**config.mk**
```make
export PLATFORM = sky130hd
export DESIGN_NAME = mpfb_seq
export DESIGN_NICKNAME = d
export VERILOG_FILES = /design/src/hdl/mono_page_framebuffer_defines.svh /design/src/hdl/mpfb_pkg.sv /design/src/hdl/mpfb_seq.sv
export SDC_FILE = /design/constraint.sdc
export NUM_CORES = 1
export LEC_CHECK = 0
export BUFFER_PORTS_ARGS = -buffer_cell sky130_fd_sc_hd__buf_4
export CORE_MARGIN = 3
export CORE_UTILIZATION = 40
export CTS_BUF_LIST = sky130_fd_sc_hd__clkbuf_2 sky130_fd_sc_hd__clkbuf_4 sky130_fd_sc_hd__clkbuf_8
export DETAILED_ROUTE_END_ITERATION = 10
export GPL_ROUTABILITY_DRIVEN = 0
export PLACE_DENSITY = 0.69
export SYNTH_ARGS = -nofsm -noshare
export SYNTH_HDL_FRONTEND = slang
export SYNTH_SLANG_ARGS = --single-unit
```
**constraint.sdc**
```tcl
create_clock -name clock -period 3.2 [get_ports clock]
set_clock_uncertainty 0.05 [all_clocks]
set_input_delay 0.32 -clock clock [delete_from_list [all_inputs] [get_ports clock]]
set_output_delay 0.32 -clock clock [all_outputs]
set_load 0.02 [all_outputs]
```
**src/hdl/mono_page_framebuffer_defines.svh**
```systemverilog
// assertion macros shared by the frame buffer rtl
`ifndef MONO_PAGE_FRAMEBUFFER_DEFINES_SVH
`define MONO_PAGE_FRAMEBUFFER_DEFINES_SVH

// same-cycle implication
`define MPFB_ASSERT_IMP(label, clk, rst, ante, cons, msg) \
   label: assert property (@(posedge clk) disable iff (rst) (ante) |-> (cons)) \
      else $error(msg);

// next-cycle implication
`define MPFB_ASSERT_NEXT(label, clk, rst, ante, cons, msg) \
   label: assert property (@(posedge clk) disable iff (rst) (ante) |=> (cons)) \
      else $error(msg);

`endif

```
**src/hdl/mpfb_pkg.sv**
```systemverilog
`timescale 1ns / 1ps
package mpfb_pkg;

   typedef enum logic [1:0] {
      FUNC_POINT = 2'd0,
      FUNC_FILL  = 2'd1,
      FUNC_CLEAR = 2'd2,
      FUNC_READ  = 2'd3
   } func_type;

   // what one byte step does to the store
   typedef enum logic [1:0] {
      STEP_NOP,
      STEP_RMW,
      STEP_ZERO,
      STEP_READ
   } step_kind_type;

   typedef struct packed {
      logic          valid;
      step_kind_type kind;
      logic [7:0]    mask;
      logic          lit;
      logic          last;
      logic          respond;
      logic          is_read;
   } step_type;

   localparam int         ROWS_PER_PAGE = 8;
   localparam logic [7:0] FULL_MASK     = 8'hFF;
   localparam logic [7:0] TOP_BIT_MASK  = 8'h80;
   localparam logic [7:0] ZERO_BYTE     = 8'h00;

endpackage

```
**src/hdl/mpfb_seq.sv**
```systemverilog
`timescale 1ns / 1ps
module mpfb_seq import mpfb_pkg::*; #(
   parameter int PANEL_WIDTH = 128,
   parameter int PANEL_PAGES = 8
) (
   input  logic                   clock,
   input  logic                   reset,
   input  logic                   start,
   output logic                   busy,
   input  logic [1:0]             func,
   input  logic [7:0]             x_first,
   input  logic [7:0]             y_first,
   input  logic [7:0]             x_last,
   input  logic [7:0]             y_last,
   input  logic                   dot,
   input  logic [2:0]             page_sel,
   input  logic [6:0]             column_sel,
   output step_type               step,
   output logic [(((PANEL_PAGES > 1) ? $clog2(PANEL_PAGES) : 1)
                 + ((PANEL_WIDTH > 1) ? $clog2(PANEL_WIDTH) : 1))-1:0] step_addr
);

   localparam int CW = (PANEL_WIDTH > 1) ? $clog2(PANEL_WIDTH) : 1;
   localparam int PW = (PANEL_PAGES > 1) ? $clog2(PANEL_PAGES) : 1;
   localparam int AW = PW + CW;
   localparam logic [8:0] LAST_COL  = 9'(PANEL_WIDTH - 1);
   localparam logic [8:0] LAST_ROW  = 9'(ROWS_PER_PAGE * PANEL_PAGES - 1);
   localparam logic [4:0] LAST_PAGE = 5'(PANEL_PAGES - 1);

   typedef enum logic [1:0] {S_IDLE, S_ONE, S_FILL, S_SWEEP} state_type;

   state_type     state_ff;
   step_kind_type one_kind_ff;
   logic [AW-1:0] one_addr_ff;
   logic [7:0]    one_mask_ff;
   logic          one_read_ff;
   logic          lit_ff;
   logic [CW-1:0] col_ff, col_first_ff, col_last_ff;
   logic [PW-1:0] blk_ff, blk_first_ff, blk_last_ff;
   logic [2:0]    lo_ff, hi_ff;
   logic [AW-1:0] sweep_ff;
   logic          respond_ff;

   logic [8:0]    x1c, y1c;
   logic          fill_empty, pt_on, rd_on;
   logic [4:0]    pt_page;
   logic [AW-1:0] pt_addr, rd_addr;
   logic [PW-1:0] fill_page;
   logic [2:0]    fill_lo, fill_hi;
   logic [7:0]    fill_mask;
   logic          fill_last_col, fill_last_blk;

   // clip the far corner, then test for an empty rectangle
   assign x1c = ({1'b0, x_last} > LAST_COL) ? LAST_COL : {1'b0, x_last};
   assign y1c = ({1'b0, y_last} > LAST_ROW) ? LAST_ROW : {1'b0, y_last};
   assign fill_empty = ({1'b0, x_first} > x1c) || ({1'b0, y_first} > y1c);

   assign pt_on   = ({1'b0, x_first} <= LAST_COL) && ({1'b0, y_first} <= LAST_ROW);
   assign pt_page = LAST_PAGE - y_first[7:3];
   assign pt_addr = {pt_page[PW-1:0], CW'(x_first)};

   assign rd_on   = ({2'b00, page_sel} <= LAST_PAGE) && ({2'b00, column_sel} <= LAST_COL);
   assign rd_addr = {PW'(page_sel), CW'(column_sel)};

   // row band inside the current page
   assign fill_page     = PW'(LAST_PAGE) - blk_ff;
   assign fill_lo       = (blk_ff == blk_first_ff) ? lo_ff : 3'd0;
   assign fill_hi       = (blk_ff == blk_last_ff) ? hi_ff : 3'd7;
   assign fill_mask     = (FULL_MASK >> fill_lo) & (FULL_MASK << (3'd7 - fill_hi));
   assign fill_last_col = (col_ff == col_last_ff);
   assign fill_last_blk = (blk_ff == blk_last_ff);

   assign busy = (state_ff != S_IDLE);

   always_comb begin
      step      = '0;
      step_addr = '0;
      unique case (state_ff)
         S_IDLE: begin
            step.valid = 1'b0;
         end
         S_ONE: begin
            step.valid   = 1'b1;
            step.kind    = one_kind_ff;
            step.mask    = one_mask_ff;
            step.lit     = lit_ff;
            step.last    = 1'b1;
            step.respond = 1'b1;
            step.is_read = one_read_ff;
            step_addr    = one_addr_ff;
         end
         S_FILL: begin
            step.valid   = 1'b1;
            step.kind    = STEP_RMW;
            step.mask    = fill_mask;
            step.lit     = lit_ff;
            step.last    = fill_last_col && fill_last_blk;
            step.respond = 1'b1;
            step_addr    = {fill_page, col_ff};
         end
         S_SWEEP: begin
            step.valid   = 1'b1;
            step.kind    = STEP_ZERO;
            step.last    = &sweep_ff;
            step.respond = respond_ff;
            step_addr    = sweep_ff;
         end
      endcase
   end

   always_ff @(posedge clock) begin
      if (reset) begin
         state_ff   <= S_SWEEP;
         sweep_ff   <= '0;
         respond_ff <= 1'b0;
      end else begin
         unique case (state_ff)
            S_IDLE: begin
               if (start) begin
                  lit_ff      <= dot;
                  one_mask_ff <= TOP_BIT_MASK >> y_first[2:0];
                  unique case (func_type'(func))
                     FUNC_POINT: begin
                        one_kind_ff <= pt_on ? STEP_RMW : STEP_NOP;
                        one_addr_ff <= pt_addr;
                        one_read_ff <= 1'b0;
                        state_ff    <= S_ONE;
                     end
                     FUNC_FILL: begin
                        one_kind_ff  <= STEP_NOP;
                        one_addr_ff  <= pt_addr;
                        one_read_ff  <= 1'b0;
                        col_ff       <= CW'(x_first);
                        col_first_ff <= CW'(x_first);
                        col_last_ff  <= CW'(x1c);
                        blk_ff       <= PW'(y_first[7:3]);
                        blk_first_ff <= PW'(y_first[7:3]);
                        blk_last_ff  <= PW'(y1c[8:3]);
                        lo_ff        <= y_first[2:0];
                        hi_ff        <= y1c[2:0];
                        state_ff     <= fill_empty ? S_ONE : S_FILL;
                     end
                     FUNC_CLEAR: begin
                        sweep_ff   <= '0;
                        respond_ff <= 1'b1;
                        state_ff   <= S_SWEEP;
                     end
                     FUNC_READ: begin
                        one_kind_ff <= rd_on ? STEP_READ : STEP_NOP;
                        one_addr_ff <= rd_addr;
                        one_read_ff <= 1'b1;
                        state_ff    <= S_ONE;
                     end
                  endcase
               end
            end
            S_ONE: begin
               state_ff <= S_IDLE;
            end
            S_FILL: begin
               if (fill_last_col) begin
                  col_ff <= col_first_ff;
                  if (fill_last_blk) begin
                     state_ff <= S_IDLE;
                  end else begin
                     blk_ff <= blk_ff + 1'b1;
                  end
               end else begin
                  col_ff <= col_ff + 1'b1;
               end
            end
            S_SWEEP: begin
               sweep_ff <= sweep_ff + 1'b1;
               if (&sweep_ff) begin
                  state_ff <= S_IDLE;
               end
            end
         endcase
      end
   end

endmodule

```
==> results of run 1 <==
metal layers:
metal	vias up	global-route usage	part of all wire
met5	-	0	0
met4	0	0.0472	0.0088
met3	8	0.0376	0.069
met2	118	0.300	0.47
met1	1497	0.253	0.45
li1	1576	-	-
per-stage QoR:
| stage | hold slack (ns) | total power, W | utilization | worst slack (ns) | area [µm²] |
|---|---|---|---|---|---|
| after floorplan | 0.369 | 0.00202 | - | 0.0853 | 4030 |
| after global placement | 0.407 | 0.00252 | 0.497 | 0.865 | 4720 |
| after detailed placement | 0.415 | 0.00254 | 0.497 | 0.858 | 4720 |
| after CTS | 0.0989 | 0.00333 | 0.520 | 0.621 | 4940 |
| after global routing | 0.101 | 0.00350 | 0.520 | 0.478 | 4940 |
| final | 0.110 | 0.00331 | 0.520 | 0.597 | 4940 |
worst max-delay path, cell delays in order, from the launching register on:
cell	delay [ns]
dfxtp_1	0.48
inv_1	0.15
ha_1	0.52
a222oi_1	0.50
nor2_1	0.08
buf_4	0.18
registers in the layout, indices dropped and copies added (netlist names):
register / flops
one_mask_ff: 8
sweep_ff: 10
state_ff: 2
lit_ff: 1
blk_last_ff: 3
lo_ff: 3
blk_first_ff: 3
col_first_ff: 7
col_last_ff: 7
hi_ff: 3
col_ff: 7
one_addr_ff: 10
one_kind_ff: 2
blk_ff: 3
one_read_ff: 1
respond_ff: 1
cells by family (layout without fill, tap and decap cells):
family	count (synthesis)	after routing
adders and majority gates	24	24
DFF	71	71
muxes	9	9
other	1	3
and+or+nand+nor	152	152
AOI/OAI and AO/OA	74	74
buffers and inverters	34	117
xor gates and xnor gates	27	27
area by class of cell:
type / count / area [µm²] / area share
Tap cell: 129 / 161 / 0.0327
Sequential cell: 71 / 2000 / 0.405
Clock buffer: 9 / 124 / 0.0251
Timing Repair Buffer: 78 / 586 / 0.118
Multi-Input combinational cell: 289 / 1890 / 0.382
Inverter: 23 / 86.3 / 0.0175
Clock inverter: 7 / 96.3 / 0.0195
final timing paths:
check	depth (start not counted)	to
min reg2reg	2	respond_ff
max reg2reg	7	blk_ff[0]
min	1	lit_ff
max	5	step_addr[0]
cells in the final DEF, fill, tap and decap left out, types with 2 or more instances in the layout:
master     instances
xnor2_1           15
buf_4             78
clkbuf_8           9
a31oi_1            4
nor3_1             6
dfxtp_1           13
and3_1             6
or2_1              2
o41ai_1            2
nand4_1           10
and2_1             3
a222oi_1           7
clkinv_2           2
inv_1             22
conb_1             3
a32oi_1            3
nor2b_1            8
nor3b_1            3
o21ai_0           15
nand3_1           10
clkinv_4           2
bufinv_16          2
nand2b_1           6
a21oi_1           23
nand2_1           38
o21ai_1            7
nor2_1            42
nor3_2             3
or2_2              6
a21boi_0           2
edfxtp_1          58
xor2_1            12
or3_1              5
a21o_1             2
ha_1              24
mux2_2             8
report_power, final:
group	switching [W]	total, W	leakage, nW	internal, W
Sequential	0.0000747	0.00115	0.628	0.00108
Combinational	0.000818	0.00136	1.24	0.000547
Clock	0.000351	0.000793	0.114	0.000441
Total	0.00124	0.00331	1.98	0.00207
==> impl_metrics.yaml, run 1 <==
run_status:
  status: "finished clean"
final_layout:
  antenna_cells: 0
  fin_cells: 606
  area_growth_pct: 22.8
  fillers: 887
  drive_gt1_frac: 0.247
  nets: 544
sta:
  setup_viol: 0
  max_slew.worst_pin.slew_ns: 0.897
  setup_tns_ns: 0
  finalHoldViolCount: 0
  rsz0062_at_grt: "false"
  drv_slew: 0
  fmax_mhz: 384
  timing.slew.headroom: 0.402
  post-route-min-period_ns: 2.60
  fin_crit_sh: 0.813
critical_path:
  cp-start-kind: "register"
  worstPathRequired_ns: 2.83
  cp-startpoint: "state_ff[1]"
  reg2reg_from: "state_ff[1]"
  rrSetupSlack_ns: 0.79
  arrival_ns: 2.23
  end_kind: "output pin"
  critPathKind: "reg2out"
  path_max_fanout: 22
floorplan:
  rows: 35
  dieArea_mm2: 0.0113
  die_y_um: 106
  io_pins: 74
  core_mm2: 0.00950
  initial_core_util: 0.423
  fp.dieW_um: 106
global_route:
  grt-ovfl-total: 0
  grt_pass1_wl_um: 16300
  antenna_found_initial: 0
  track_usage: 0.185
  grt_pass1_vias: 3181
  grt_max_degree: 27
clock_network:
  postCtsSetupBuffers: 0
  cts_tree: "done"
  cts.sink_count: 71
  htree_levels: 3
  postCtsResizedCells: 0
  clk_pin_slew_worst_paths_ns: 0.07
  hold_buffers: 0
  ctsLongestPathBuffers: 2
  clkLatencyLatePin_ns: 0.35
  root_buffer: "clkbuf_8"
  numCtsBuffers: 9
yosys:
  synth_cell_types: 50
  ys.flop_type: "edfxtp_1"
  postSynthCellCount: 392
  synthSimpleGateAreaFrac: 0.189
  synth_area_mm2: 0.00402
  synth_commonest_cells: "edfxtp_1, nor2_1, nand2_1"
  yosys_warnings: 0
  synth_top_family_by_area: "simple AND/OR/NAND/NOR gates"
  synth.area.top_cells: "edfxtp_1, ha_1, dfxtp_1"
  synth-compound-area-share: 0.118
  synth-seq-area-share: 0.498
  yosys.area_share.xor_xnor: 0.0588
  synthMuxAreaShare: 0.0249
  synthArstFlopShare: 0
  synth_top_area_share: 0.433
  synthAdderAreaFrac: 0.0746
  yosysMostFrequentCell: "edfxtp_1"
  ys_seq_elements: 71
  postSynthAreaPerCell_um2: 10.3
  synth-edff-count: 58
  synth_top_area_cell: "edfxtp_1"
route:
  drc_errors: 0
  wirelength_um: 9900
  drtIter0Drc: 374
  ant_nets: 0
  drt-pass1-iter-count: 5
  num_vias: 3199
  avgViaCountPerCell: 5.28
  wire_per_inst_um: 16.3
run:
  drv_cap: 0
worst_hold_path:
  hp-start: "dot"
  hold_class: "in2reg"
pwr:
  power.leakage_nw: 1.98
  vdd_drop_max_uv: 282
  p_per_area_mw_per_mm2: 670
placed_design:
  port-buffer-count: 73
  dp.cells: 590
  dp_hpwl_um: 7500
Power figures use the tool's default switching activity.
==> inputs of run 2 (changes only) <==
--- a/config.mk
+++ b/config.mk
@@ -5,13 +5,14 @@
 export SDC_FILE = /design/constraint.sdc
 export NUM_CORES = 1
 export LEC_CHECK = 0
+export ABC_AREA = 1
 export BUFFER_PORTS_ARGS = -buffer_cell sky130_fd_sc_hd__buf_4
 export CORE_MARGIN = 3
 export CORE_UTILIZATION = 40
 export CTS_BUF_LIST = sky130_fd_sc_hd__clkbuf_2 sky130_fd_sc_hd__clkbuf_4 sky130_fd_sc_hd__clkbuf_8
 export DETAILED_ROUTE_END_ITERATION = 10
 export GPL_ROUTABILITY_DRIVEN = 0
-export PLACE_DENSITY = 0.69
+export PLACE_DENSITY = 0.66
 export SYNTH_ARGS = -nofsm -noshare
 export SYNTH_HDL_FRONTEND = slang
 export SYNTH_SLANG_ARGS = --single-unit
==> constraint.sdc (replaced) <==
create_clock -name clock -period 2.7 [get_ports clock]
set_clock_uncertainty 0.05 [all_clocks]
set_input_delay 0.27 -clock clock [delete_from_list [all_inputs] [get_ports clock]]
set_output_delay 0.27 -clock clock [all_outputs]
set_load 0.02 [all_outputs]
==> run 2 against run 1 <==
Effect of this change: synthesized area grew 4.3%; register-to-register slack lost 0.15 ns; clock power grew 9.0%; non-clock buffer count grew 2; cell count grew 21%; sequential share of layout area shrank 1.6 points; first-iteration DRC count shrank 34%; total power grew 11%; critical path depth grew 3; final area grew 4.2%; sequential cell count is the same; via count grew 16%.
==> impl_metrics.yaml, run 2 <==
run_status:
  status: "finished clean"
floorplan:
  core_mm2: 0.0100
  dieArea_mm2: 0.0118
  rows: 36
  fp.dieW_um: 108
  die_y_um: 108
  initial_core_util: 0.420
  io_pins: 74
placed_design:
  dp_hpwl_um: 8110
  port-buffer-count: 73
  place_area_mm2: 0.00495
clock_network:
  hold_buffers: 0
  postCtsResizedCells: 0
  clk_pin_slew_worst_paths_ns: 0.08
  numCtsBuffers: 9
  cts_tree: "done"
  postCtsSetupBuffers: 0
  ctsLongestPathBuffers: 2
  root_buffer: "clkbuf_8"
  cts.sink_count: 71
  htree_levels: 3
  clkLatencyLatePin_ns: 0.34
final_layout:
  multi_input_area_mm2: 0.00189
  layout_common_cells: "nand2_1, buf_4, inv_1, edfxtp_1, nor2_1"
  fillers: 988
  nets: 668
  antenna_cells: 0
  layout_commonest_cell: "nand2_1"
  largestRegisters: "one_addr_ff (10), sweep_ff (10), one_mask_ff (8)"
  register_area_mm2: 0.00200
  final_cell_area_mm2: 0.00515
  area_growth_pct: 22.7
  drive_gt1_frac: 0.183
pwr:
  swShare: 0.387
  p_sw_w: 0.00142
  p_int_w: 0.00226
  power_frac_clock: 0.235
  p_per_area_mw_per_mm2: 715
  vdd_drop_max_uv: 299
  power.leakage_nw: 2.31
  p_comb_frac: 0.401
  seqPwrFrac: 0.365
yosys:
  yosys_warnings: 0
  synth-seq-area-share: 0.477
  synth_top_area_share: 0.415
  synth_cell_types: 37
  postSynthAreaPerCell_um2: 8.19
  ys.flop_type: "edfxtp_1"
  synth_area_mm2: 0.00420
  synthArstFlopShare: 0
  synth_commonest_cells: "nand2_1, inv_1, edfxtp_1"
  synth_top_area_cell: "edfxtp_1"
  postSynthCellCount: 512
  synth-edff-count: 58
  yosysMostFrequentCell: "nand2_1"
  synth.area.top_cells: "edfxtp_1, nand2_1, ha_1"
  ys_seq_elements: 71
sta:
  fmax_mhz: 414
  max_slew.worst_pin.slew_ns: 0.749
  setup_tns_ns: 0
  rsz0062_at_grt: "false"
  setup_viol: 0
  finalHoldViolCount: 0
  fin_crit_sh: 0.895
  post-route-min-period_ns: 2.42
  drv_slew: 0
  timing.slew.headroom: 0.501
critical_path:
  cp-start-kind: "register"
  cpPeakStageDelay_ns: 0.44
  path_max_fanout: 11
  path_buf_inv: 4
  worstPathRequired_ns: 2.38
  arrival_ns: 2.10
  critPathKind: "reg2out"
  path_cells: "inv_1 > ha_1 > inv_1 > buf_4 > nor2_1 > nand2_1 > a31oi_1 > buf_4"
  end_kind: "output pin"
  slowest_stage: "dfxtp_1"
  cp_top_family: "buffers and inverters"
global_route:
  grt_pass1_vias: 3558
  grt-ovfl-total: 0
  track_usage: 0.186
  grt_max_degree: 23
  grt_pass1_wl_um: 16900
  antenna_found_initial: 0
route:
  drc_errors: 0
  wirelength_um: 10400
  avgViaCountPerCell: 5.06
  num_vias: 3714
  drt-pass1-iter-count: 5
  drtIter0Drc: 246
  ant_nets: 0
  wire_per_inst_um: 14.2
worst_hold_path:
  hold_class: "in2reg"
run:
  drv_cap: 0
run 2: final timing paths:
kind                            cells after the start         from  slack, ns    endpoint
worst max-delay path                                8  state_ff[0]       0.28     step[2]
worst min-delay path                                1          dot       0.06      lit_ff
worst max register to register                      7  state_ff[0]       0.64   blk_ff[2]
worst min register to register                      2   respond_ff       0.41  respond_ff
run 2: power groups by stage:
stage	Sequential, W	Combinational, W	Clock [W]
finish	0.00134	0.00147	0.000864
global placement	0.00136	0.00144	0
detailed placement	0.00136	0.00147	0
global route	0.00135	0.00164	0.000926
floorplan	0.00135	0.000937	0
CTS	0.00134	0.00148	0.000879
run 2: routing by layer:
| metal | track usage | vias up | wire, µm | share of wire |
|---|---|---|---|---|
| met1 | 0.266 | 1718 | 4900 | 0.47 |
| met2 | 0.283 | 143 | 4690 | 0.45 |
| met4 | 0.0658 | 0 | 176 | 0.017 |
| met3 | 0.0316 | 19 | 660 | 0.063 |
| met5 | 0 | - | 0 | 0 |
| li1 | - | 1834 | - | - |
run 2: kinds of logic after synthesis:
logic type | synth area share
xor+xnor | 0.0334
buf+inv | 0.0763
compound gates | 0.104
fa+ha+maj | 0.0716
simple gates | 0.237
other cells | 0.000894
flops | 0.477
run 2: worst reg2reg max path: stages (launching register included):
cell	delay [ns]
dfxtp_1	0.44
inv_1	0.12
ha_1	0.26
inv_1	0.16
o21ai_0	0.14
a211oi_2	0.19
o21ai_0	0.12
a21oi_1	0.27
run 2: layout make-up:
class / instances / share of cell area
Inverter: 76 / 0.0554
Multi-Input combinational cell: 358 / 0.367
Tap cell: 133 / 0.0323
Clock buffer: 10 / 0.0255
Clock inverter: 6 / 0.0139
Timing Repair Buffer: 80 / 0.117
Sequential cell: 71 / 0.389
run 2: metrics by stage:
step                      hold WS (ns)  total power, W  utilization  worst slack, ns  cells
after floorplan                  0.289         0.00228            -            0.238    514
after global placement           0.393         0.00280        0.495            0.753    718
after detailed placement         0.398         0.00284        0.495            0.683    718
after CTS                       0.0437         0.00370        0.515            0.272    734
after global routing            0.0359         0.00392        0.515            0.124    734
final                           0.0581         0.00368        0.515            0.284    734
==> inputs of run 3 (changes only) <==
--- a/config.mk
+++ b/config.mk
@@ -13,6 +13,7 @@
 export DETAILED_ROUTE_END_ITERATION = 10
 export GPL_ROUTABILITY_DRIVEN = 0
 export PLACE_DENSITY = 0.66
+export SKIP_CTS_REPAIR_TIMING = 1
 export SYNTH_ARGS = -nofsm -noshare
 export SYNTH_HDL_FRONTEND = slang
 export SYNTH_SLANG_ARGS = --single-unit
==> constraint.sdc (replaced) <==
create_clock -name clock -period 2.96 [get_ports clock]
set_clock_uncertainty 0.05 [all_clocks]
set_input_delay 0.296 -clock clock [delete_from_list [all_inputs] [get_ports clock]]
set_output_delay 0.296 -clock clock [all_outputs]
set_load 0.02 [all_outputs]
==> run 3 against run 2 <==
Effect of this change: count of clock-buffer cells in the layout is 1 lower; total power is 10% lower; first-iteration DRC count is 19% lower; critical endpoint is now step_addr[7].
==> impl_metrics.yaml, run 3 (synthesis gave the netlist of run 2 again) <==
clock_network:
  cts_tree: "done"
  ctsLongestPathBuffers: 2
  cts.sink_count: 71
  htree_levels: 3
  root_buffer: "clkbuf_8"
  numCtsBuffers: 9
  clkLatencyLatePin_ns: 0.36
  clk_pin_slew_worst_paths_ns: 0.07
critical_path:
  critPathKind: "reg2out"
  end_kind: "output pin"
  rrSetupSlack_ns: 0.73
  worstPathRequired_ns: 2.61
  arrival_ns: 2.18
  path_max_fanout: 20
  cp-start-kind: "register"
floorplan:
  initial_core_util: 0.420
  fp.dieW_um: 108
  rows: 36
  core_mm2: 0.0100
  dieArea_mm2: 0.0118
  die_y_um: 108
  io_pins: 74
sta:
  finalHoldViolCount: 0
  setup_viol: 0
  drv_slew: 0
  setup_ws_ns: 0.438
  rsz0062_at_grt: "false"
  post-route-min-period_ns: 2.52
  fin_crit_sh: 0.852
  fmax_mhz: 397
  timing.slew.headroom: 0.498
  max_slew.worst_pin.slew_ns: 0.753
  setup_tns_ns: 0
placed_design:
  port-buffer-count: 73
  dp_hpwl_um: 7970
  post-place-ws_ns: 0.791
route:
  ant_nets: 0
  drt-pass1-iter-count: 5
  wirelength_um: 10100
  avgViaCountPerCell: 4.96
  drtIter0Drc: 199
  num_vias: 3631
  drc_errors: 0
  wire_per_inst_um: 13.8
final_layout:
  antenna_cells: 0
  nets: 666
  multi_input_area_mm2: 0.00189
  area_growth_pct: 22.0
  layout_commonest_cell: "nand2_1"
  drive_gt1_frac: 0.177
  largestRegisters: "one_addr_ff (10), sweep_ff (10), one_mask_ff (8)"
  layout_common_cells: "nand2_1, buf_4, inv_1, edfxtp_1, nor2_1"
  fillers: 976
  register_area_mm2: 0.00200
pwr:
  finalPower_w: 0.00330
  p_per_area_mw_per_mm2: 645
  vdd_drop_max_uv: 266
  power.leakage_nw: 2.29
global_route:
  grt-ovfl-total: 0
  antenna_found_initial: 0
  track_usage: 0.184
  grt_pass1_wl_um: 16800
  grt_max_degree: 27
  grt_pass1_vias: 3408
worst_hold_path:
  hold_class: "in2reg"
run_status:
  status: "finished clean"
run:
  drv_cap: 0
-- run 3: changes by cell type in the layout (fill, tap and decap cells not counted), sizes merged --
cell and change:
clkinvlp -1, buf -2, clkinv +2, clkbuf -1
-- run 3: final cells by class --
class,count,share of cell area
clock buffer,9,0.0242
clock inverter,7,0.0125
inverter,76,0.0557
multi-input combinational,358,0.370
sequential,71,0.391
tap,133,0.0325
timing repair buffer,78,0.114
-- run 3: worst paths after layout --
check	start	to	cells past startpoint
setup / recovery	state_ff[0]	step_addr[7]	8
hold / removal	dot	lit_ff	1
setup reg to reg	state_ff[1]	blk_ff[1]	8
hold reg to reg	respond_ff	respond_ff	2
-- run 3: report_power, final --
part / internal (W) / switching, W / total [W]
combinational: 0.000489 / 0.000834 / 0.00132
sequential: 0.00116 / 0.0000639 / 0.00122
clock: 0.000382 / 0.000371 / 0.000753
-- run 3: metrics by stage --
step	std cells	utilization	cell area, µm²	hold WS (ns)
4_1_cts	732	0.512	5120	0.0563
5_1_grt	732	0.512	5120	0.0564
3_5_place_dp	716	0.493	4930	0.392
3_3_place_gp	716	0.493	4930	0.388
2_1_floorplan	514	-	4210	0.315
6_report	732	0.512	5120	0.0755
-- run 3: metal layers --
layer  vias to the layer above  routed length, µm  track usage
li1                       1838                  -            -
met1                      1650               4660        0.253
met2                       123               4600        0.286
met3                        20                597       0.0304
met4                         0                250       0.0784
met5                         -                  0            0
-- run 3: worst max-delay path: stages, from the launching register on --
cell,delay (ns)
dfxtp_1,0.43
inv_1,0.11
ha_1,0.22
inv_1,0.46
nor2_1,0.08
a221o_1,0.28
nand2_1,0.06
inv_1,0.04
buf_4,0.15
